## src/design/command_line_tokenizer_assert.svh

```systemverilog
// ----------------------------------------------------------------------------
// Assertion macros for the command line tokenizer
// Concurrent checks on clk, disabled while rst_n is low.
// ----------------------------------------------------------------------------
`ifndef COMMAND_LINE_TOKENIZER_ASSERT_SVH
`define COMMAND_LINE_TOKENIZER_ASSERT_SVH

`ifndef SYNTHESIS
// Check that holds at every clock edge outside reset
`define CLT_ASSERT(lbl, prop, msg) \
    lbl: assert property (@(posedge clk) disable iff (!rst_n) (prop)) else $error(msg);
// Check with a non-overlapping implication from antecedent to consequent
`define CLT_ASSERT_NEXT(lbl, ante, cons, msg) \
    lbl: assert property (@(posedge clk) disable iff (!rst_n) (ante) |=> (cons)) \
        else $error(msg);
`else
`define CLT_ASSERT(lbl, prop, msg)
`define CLT_ASSERT_NEXT(lbl, ante, cons, msg)
`endif

`endif

```

## src/design/cmdtok_pkg.sv

```systemverilog
// ----------------------------------------------------------------------------
// cmdtok_pkg
// Beat types, byte codes and status codes of the command line tokenizer.
// ----------------------------------------------------------------------------
package cmdtok_pkg;

    localparam logic [7:0] CHAR_QUOTE = 8'h22;
    localparam logic [7:0] CHAR_SPACE = 8'h20;
    localparam logic [7:0] CHAR_CR    = 8'h0D;
    localparam logic [7:0] CHAR_LF    = 8'h0A;
    localparam logic [7:0] CHAR_COMMA = 8'h2C;
    localparam logic [7:0] CHAR_SEMI  = 8'h3B;

    // Token count saturates here; fewer than this is an error
    localparam logic [1:0] MIN_TOKENS = 2'd2;

    localparam logic [1:0] ST_OK       = 2'd0;
    localparam logic [1:0] ST_UNCLOSED = 2'd1;
    localparam logic [1:0] ST_TOO_FEW  = 2'd2;
    localparam logic [1:0] ST_NO_SEMI  = 2'd3;

    typedef struct packed {
        logic [7:0] in_char;
        logic       is_last;
    } req_beat_t;

    typedef struct packed {
        logic [7:0] out_char;
        logic       char_valid;
        logic       token_start;
        logic       done_res;
        logic [1:0] status;
    } tok_beat_t;

    typedef struct packed {
        logic       in_quote;
        logic       token_open;
        logic [1:0] token_count;
        logic       last_is_semicolon;
    } lex_state_t;

endpackage

```

## src/design/cmdtok_in_reg.sv

```systemverilog
// ----------------------------------------------------------------------------
// cmdtok_in_reg
// Input register stage: captures one request byte per cycle while the held beat can move on.
// ----------------------------------------------------------------------------
module cmdtok_in_reg (
    input  logic                   clk,
    input  logic                   rst_n,
    input  logic                   req_valid,
    output logic                   req_ready,
    input  cmdtok_pkg::req_beat_t  req,
    input  logic                   advance,
    output logic                   s1_valid,
    output cmdtok_pkg::req_beat_t  s1_beat
);
    import cmdtok_pkg::*;

    logic      valid_reg;
    logic      valid_next;
    req_beat_t beat_reg;

    // Take a new beat when empty or when the held beat moves on this cycle
    assign req_ready  = !valid_reg || advance;
    assign valid_next = req_ready ? req_valid : valid_reg;

    always_ff @(posedge clk or negedge rst_n)
    begin
        if (!rst_n)
        begin
            valid_reg <= 1'b0;
        end
        else
        begin
            valid_reg <= valid_next;
        end
    end

    always_ff @(posedge clk)
    begin
        if (req_valid && req_ready)
        begin
            beat_reg <= req;
        end
    end

    assign s1_valid = valid_reg;
    assign s1_beat  = beat_reg;

endmodule

```

## src/design/cmdtok_lexer.sv

```systemverilog
// ----------------------------------------------------------------------------
// cmdtok_lexer
// Lexer state and per-byte classification, token marking and final status.
// ----------------------------------------------------------------------------
module cmdtok_lexer (
    input  logic                   clk,
    input  logic                   rst_n,
    input  logic                   fire,
    input  cmdtok_pkg::req_beat_t  s1_beat,
    output cmdtok_pkg::tok_beat_t  res
);
    import cmdtok_pkg::*;

    lex_state_t state_reg;
    lex_state_t state_next;
    lex_state_t upd;
    logic       keep;
    logic       start;
    logic       begin_tok;
    logic       begin_semi;
    logic [7:0] c;
    logic [1:0] status;

    assign c = s1_beat.in_char;

    always_comb
    begin
        upd        = state_reg;
        keep       = 1'b0;
        start      = 1'b0;
        begin_tok  = 1'b0;
        begin_semi = 1'b0;

        priority if (c == CHAR_QUOTE)
        begin
            keep = 1'b1;
            if (state_reg.in_quote)
            begin
                upd.token_open = 1'b0;
            end
            else
            begin
                start          = 1'b1;
                upd.token_open = 1'b1;
                begin_tok      = 1'b1;
            end
            upd.in_quote = !state_reg.in_quote;
        end
        else if (state_reg.in_quote)
        begin
            keep = 1'b1;
        end
        else if (c == CHAR_SPACE || c == CHAR_CR || c == CHAR_LF)
        begin
            // drop the separator and close the open token
            upd.token_open = 1'b0;
        end
        else if (c == CHAR_COMMA || c == CHAR_SEMI)
        begin
            keep           = 1'b1;
            start          = 1'b1;
            upd.token_open = 1'b0;
            begin_tok      = 1'b1;
            begin_semi     = (c == CHAR_SEMI);
        end
        else
        begin
            keep = 1'b1;
            if (!state_reg.token_open)
            begin
                start          = 1'b1;
                upd.token_open = 1'b1;
                begin_tok      = 1'b1;
            end
        end

        if (begin_tok)
        begin
            if (state_reg.token_count < MIN_TOKENS)
            begin
                upd.token_count = state_reg.token_count + 2'd1;
            end
            upd.last_is_semicolon = begin_semi;
        end
    end

    always_comb
    begin
        status = ST_OK;
        if (s1_beat.is_last)
        begin
            priority if (upd.in_quote)
            begin
                status = ST_UNCLOSED;
            end
            else if (upd.token_count < MIN_TOKENS)
            begin
                status = ST_TOO_FEW;
            end
            else if (!upd.last_is_semicolon)
            begin
                status = ST_NO_SEMI;
            end
            else
            begin
                status = ST_OK;
            end
        end
    end

    // Return to the reset state after the final byte of a request
    assign state_next = s1_beat.is_last ? lex_state_t'('0) : upd;

    always_ff @(posedge clk or negedge rst_n)
    begin
        if (!rst_n)
        begin
            state_reg <= '0;
        end
        else if (fire)
        begin
            state_reg <= state_next;
        end
    end

    assign res.out_char    = keep ? c : 8'h00;
    assign res.char_valid  = keep;
    assign res.token_start = start;
    assign res.done_res    = s1_beat.is_last;
    assign res.status      = status;

endmodule

```

## src/design/cmdtok_out_reg.sv

```systemverilog
// ----------------------------------------------------------------------------
// cmdtok_out_reg
// Result register: holds one token beat until the consumer takes it.
// ----------------------------------------------------------------------------
module cmdtok_out_reg (
    input  logic                   clk,
    input  logic                   rst_n,
    input  logic                   load_valid,
    input  cmdtok_pkg::tok_beat_t  load_beat,
    output logic                   take,
    output logic                   tok_valid,
    input  logic                   tok_ready,
    output cmdtok_pkg::tok_beat_t  tok
);
    import cmdtok_pkg::*;

    logic      valid_reg;
    logic      valid_next;
    tok_beat_t beat_reg;

    assign take       = !valid_reg || tok_ready;
    assign valid_next = take ? load_valid : valid_reg;

    always_ff @(posedge clk or negedge rst_n)
    begin
        if (!rst_n)
        begin
            valid_reg <= 1'b0;
        end
        else
        begin
            valid_reg <= valid_next;
        end
    end

    always_ff @(posedge clk)
    begin
        if (load_valid && take)
        begin
            beat_reg <= load_beat;
        end
    end

    assign tok_valid = valid_reg;
    assign tok       = beat_reg;

endmodule

```

## src/design/command_line_tokenizer.sv

```systemverilog
// Data path: a request byte accepted into the input register is loaded into the result
// register once that register can take it, and is offered on tok from then on.
// Throughput: one byte per cycle while the consumer keeps up; the lexer state updates as a byte moves from
// the input register into the result register.
// A stalled consumer holds the result register and backs up through the input register.
// Reset (rst_n low, asynchronous) empties both registers and clears the lexer state.
// ----------------------------------------------------------------------------
// command_line_tokenizer
// Byte-serial request lexer with token start marks and end-of-request status.
// ----------------------------------------------------------------------------
module command_line_tokenizer (
    input  logic                   clk,
    input  logic                   rst_n,
    input  logic                   req_valid,
    output logic                   req_ready,
    input  cmdtok_pkg::req_beat_t  req,
    output logic                   tok_valid,
    input  logic                   tok_ready,
    output cmdtok_pkg::tok_beat_t  tok
);
    import cmdtok_pkg::*;

    logic      s1_valid;
    req_beat_t s1_beat;
    tok_beat_t res;
    logic      take;
    logic      fire;

    assign fire = s1_valid && take;

    cmdtok_in_reg u_in_reg (
        .clk       (clk),
        .rst_n     (rst_n),
        .req_valid (req_valid),
        .req_ready (req_ready),
        .req       (req),
        .advance   (take),
        .s1_valid  (s1_valid),
        .s1_beat   (s1_beat)
    );

    cmdtok_lexer u_lexer (
        .clk     (clk),
        .rst_n   (rst_n),
        .fire    (fire),
        .s1_beat (s1_beat),
        .res     (res)
    );

    cmdtok_out_reg u_out_reg (
        .clk        (clk),
        .rst_n      (rst_n),
        .load_valid (s1_valid),
        .load_beat  (res),
        .take       (take),
        .tok_valid  (tok_valid),
        .tok_ready  (tok_ready),
        .tok        (tok)
    );

`include "command_line_tokenizer_assert.svh"

    // A dropped separator carries no byte and no start mark
    `CLT_ASSERT(a_drop_clean, !(tok_valid && !tok.char_valid) || (!tok.token_start && tok.out_char == 8'h00), "dropped beat carries data")
    // Status only on the final byte of a request
    `CLT_ASSERT(a_status_done, !(tok_valid && !tok.done_res) || tok.status == ST_OK, "status outside final beat")
    // Back-pressure only when both registers are full and the consumer stalls
    `CLT_ASSERT(a_ready_full, req_ready || (s1_valid && tok_valid && !tok_ready), "input stalled with room")
    // A byte held in the input register moves on once the consumer frees the result register
    `CLT_ASSERT_NEXT(a_advance, s1_valid && tok_ready, tok_valid, "held byte did not advance")

endmodule

```

## config.mk

```make
export PLATFORM = sky130hd
export DESIGN_NAME = command_line_tokenizer
export DESIGN_NICKNAME = d
export VERILOG_FILES = /design/src/design/cmdtok_pkg.sv /design/src/design/cmdtok_in_reg.sv /design/src/design/cmdtok_lexer.sv /design/src/design/cmdtok_out_reg.sv /design/src/design/command_line_tokenizer.sv
export VERILOG_INCLUDE_DIRS = /design/src /design/src/design
export SDC_FILE = /design/constraint.sdc
export NUM_CORES = 1
export LEC_CHECK = 0
export BUFFER_PORTS_ARGS = -buffer_cell sky130_fd_sc_hd__buf_2
export CAP_MARGIN = 40
export CORE_UTILIZATION = 52
export CTS_CLUSTER_SIZE = 20
export DETAILED_ROUTE_END_ITERATION = 10
export PLACE_DENSITY = 0.77
export SLEW_MARGIN = 10
export SYNTH_ARGS = -nofsm -noshare
export SYNTH_HDL_FRONTEND = slang
export SYNTH_SLANG_ARGS = --single-unit
```

## constraint.sdc

```tcl
create_clock -name clk -period 3.1 [get_ports clk]
set_clock_uncertainty 0.1 [all_clocks]
set_input_delay 0.155 -clock clk [delete_from_list [all_inputs] [get_ports clk]]
set_output_delay 0.155 -clock clk [all_outputs]
set_load 0.005 [all_outputs]
```

==> impl_metrics.env <==
export IMPL_hpwl_mm=1.54
export IMPL_syn_to_final_growth_pct=25.3
export IMPL_p_comb_share_pct=15.4
export IMPL_fp_dieArea_mm2=0.00261
export IMPL_ys_top_cells_by_count="edfxtp_1, dfrtp_1, nand2b_1, nor2b_1"
export IMPL_io_pins=28
export IMPL_cts_tree="done"
export IMPL_hp_class="input pin to asynchronous set/reset pin"
export IMPL_worstPathCellList="or3b_1 -> or3_1 -> and3_4 -> or4b_1 -> a311o_1"
export IMPL_clock_sinks=29
export IMPL_port_buffers=27
export IMPL_die_h_um=51.1
export IMPL_relSlewSlack_pct=40.4
export IMPL_insertion_delay_ps=320
export IMPL_yosysWarnings=0
export IMPL_cts_resized=0
export IMPL_cts_made_buffers=5
export IMPL_max_cap_viol_count=0
export IMPL_num_vias=891
export IMPL_syn_nets=105
export IMPL_start_util_pct=56.0
export IMPL_cp_top_family="simple AND/OR/NAND/NOR gates"
export IMPL_crit_type="register to register"
export IMPL_outcome="completed"
export IMPL_ff2ff_path_depth=5
export IMPL_synth_top_cell_by_area="edfxtp_1"
export IMPL_nets=146
export IMPL_grt_max_degree=17
export IMPL_globalplace_congestion=0.852
export IMPL_synthesis_area_mm2=0.00125
export IMPL_drtIter0Drc=19
export IMPL_p_switching_uw=216
export IMPL_yosysMostFrequentCell="edfxtp_1"
export IMPL_finalHoldViolations=0
export IMPL_slowest_stage="or4b_1"
export IMPL_yosysTopAreaCellShare_pct=52.8
export IMPL_rsz0062_at_grt="no"
export IMPL_endpoint_kind="register"
export IMPL_finalCriticalPeriod_ps=2550
export IMPL_die_w_um=51.1
export IMPL_setup_worst_path_start_class="register"
export IMPL_htree_levels=2
export IMPL_p_seq_share_pct=59.2
export IMPL_ys_ff_latch=29
export IMPL_synth_edf_count=22
export IMPL_clkTransAtPathRegs_ps=90
export IMPL_ir_drop_mv=0.348
export IMPL_wl_mm=2.31
export IMPL_critPathArrivalTime_ps=2660
export IMPL_synth_cells=92
export IMPL_fin_total_pwr_uw=834
export IMPL_pwr_share_clk_pct=25.5
export IMPL_synth_area_per_cell_um2=13.6
export IMPL_cpPeakStageDelay_ps=470
export IMPL_drv_slew=0
export IMPL_largest_reg_flops=13
export IMPL_finalSetupViolations=0
export IMPL_grt_use_total_pct=20.9
export IMPL_gr_total_overflow=0
export IMPL_tightest_slew_ps=887
export IMPL_via_per_inst=5.50
export IMPL_first_pass_iters=4
export IMPL_root_buffer="clkbuf_4"
export IMPL_r2r_slack_ps=550
export IMPL_worstPathRequired_ps=3210
export IMPL_layout_worst_path_cycle_share_pct=82.2
export IMPL_p_per_area_mw_per_mm2=532
export IMPL_p_leak_uw=0.000632
export IMPL_row_count=17
export IMPL_avgRoutedWirePerCell_um=14.2
export IMPL_switching_share_pct=25.8
export IMPL_cp_max_fo=6
export IMPL_grt_pass1_vias=856
export IMPL_ys_seq_area_share_pct=66.8
export IMPL_cp_num_cells=5
export IMPL_postRouteAntennaNets=0
export IMPL_fillers=161
export IMPL_grt_pass1_wl_mm=3.74
export IMPL_post_cts_setup_buffer_count=0
export IMPL_antenna_cells=0
export IMPL_antenna_found_initial=0
export IMPL_clock_fmax_ghz=0.393
export IMPL_cp_buffers_inverters=0
export IMPL_drive_above_1_share_pct=26.9
export IMPL_synth_cell_types=37
export IMPL_drcViolationCount=0
export IMPL_fin_tns_setup_ps=0
export IMPL_synth_area_top_cells="edfxtp_1, dfrtp_1, nand2b_1"
export IMPL_synthArstFlopShare_pct=24.1
export IMPL_design_core_area_mm2=0.00223
export IMPL_synth_main_ff_cell="edfxtp_1"
export IMPL_cts_path_max_buffers=2
export IMPL_p_int_uw=619
## power groups by stage
stage          Clock (uW)  Combinational, uW  Sequential, uW
2_1_floorplan           0               76.8             495
3_3_place_gp            0                109             497
3_5_place_dp            0                117             501
4_1_cts               219                128             492
5_1_grt               233                142             498
6_report              212                128             494
## through the flow
step / worst slack (ps) / cell area, um^2 / utilization [%] / instances / hold WS (ps)
after floorplan: 657 / 1250 / - / 92 / -241
after global placement: 628 / 1400 / 62.5 / 142 / -99.0
after detailed placement: 574 / 1400 / 62.5 / 142 / -101
after CTS: 554 / 1570 / 70.2 / 162 / 72.6
after global routing: 455 / 1570 / 70.2 / 162 / 94.8
final: 553 / 1570 / 70.2 / 162 / 89.1
## worst reg2reg max path, stage by stage, from the launching register on
cell	delay, ps
edfxtp_1	430
or3b_1	410
or3_1	450
and3_4	230
or4b_1	470
a311o_1	360
## cells in the final DEF (no fill, tap or decap), types with 2 or more instances in the layout
master          n
a21oi_1         2
a311oi_1        2
and2_1          2
and4b_1         2
buf_2          27
clkbuf_4        5
clkinv_2        2
dfrtp_1         7
dlygate4sd3_1  12
edfxtp_1       22
inv_1           4
nand2_1         4
nand2b_1        5
nor2_1          3
nor2b_1         5
nor3_1          2
nor3b_1         2
nor4_1          3
nor4b_1         2
or3_1           2
## what timing repair did
item	CTS	global route
hold buffers	12	0
setup endpoints to repair	0	0
hold endpoints to repair	18	0
## cells by family (layout without fill, tap and decap cells)
| group | count (synthesis) | count (layout) | share of synthesized area, % |
|---|---|---|---|
| AOI/OAI and AO/OA | 15 | 15 | 9.30 |
| DFF | 29 | 29 | 66.8 |
| buffers and inverters | 9 | 51 | 3.20 |
| xor gates and xnor gates | 1 | 1 | 0.700 |
| and+or+nand+nor | 38 | 38 | 20.0 |
## area by class of cell
class	instances	area [um^2]	share of cell area [%]
flip-flops and latches	29	836	53.3
multi-input cells	54	375	23.9
repair buffers	39	255	16.3
clock buffers	6	41.3	2.63
well taps	28	35.0	2.23
inverters	4	15.0	0.958
clock inverters	2	10.0	0.638
## routing by layer
metal / global-route usage [%] / up-vias / share of wire [%]
li1: - / 434 / -
met1: 22.4 / 415 / 41
met2: 35.3 / 38 / 52
met3: 8.04 / 4 / 5.9
met4: 11.1 / 0 / 1.0
met5: 0 / - / 0
## final timing paths
kind | from | to
worst min-delay path | rst_n | u_lexer.state_reg[4]
max in group asynchronous | rst_n | u_lexer.state_reg[2]
min in group clk | u_lexer.state_reg[0] | u_lexer.state_reg[0]
worst min register to register | u_lexer.state_reg[0] | u_lexer.state_reg[0]
worst max-delay path | u_in_reg.s1_beat[8] | u_lexer.state_reg[1]
worst max register to register | u_in_reg.s1_beat[8] | u_lexer.state_reg[1]
Note: power is estimated with default switching activity, not from simulation.
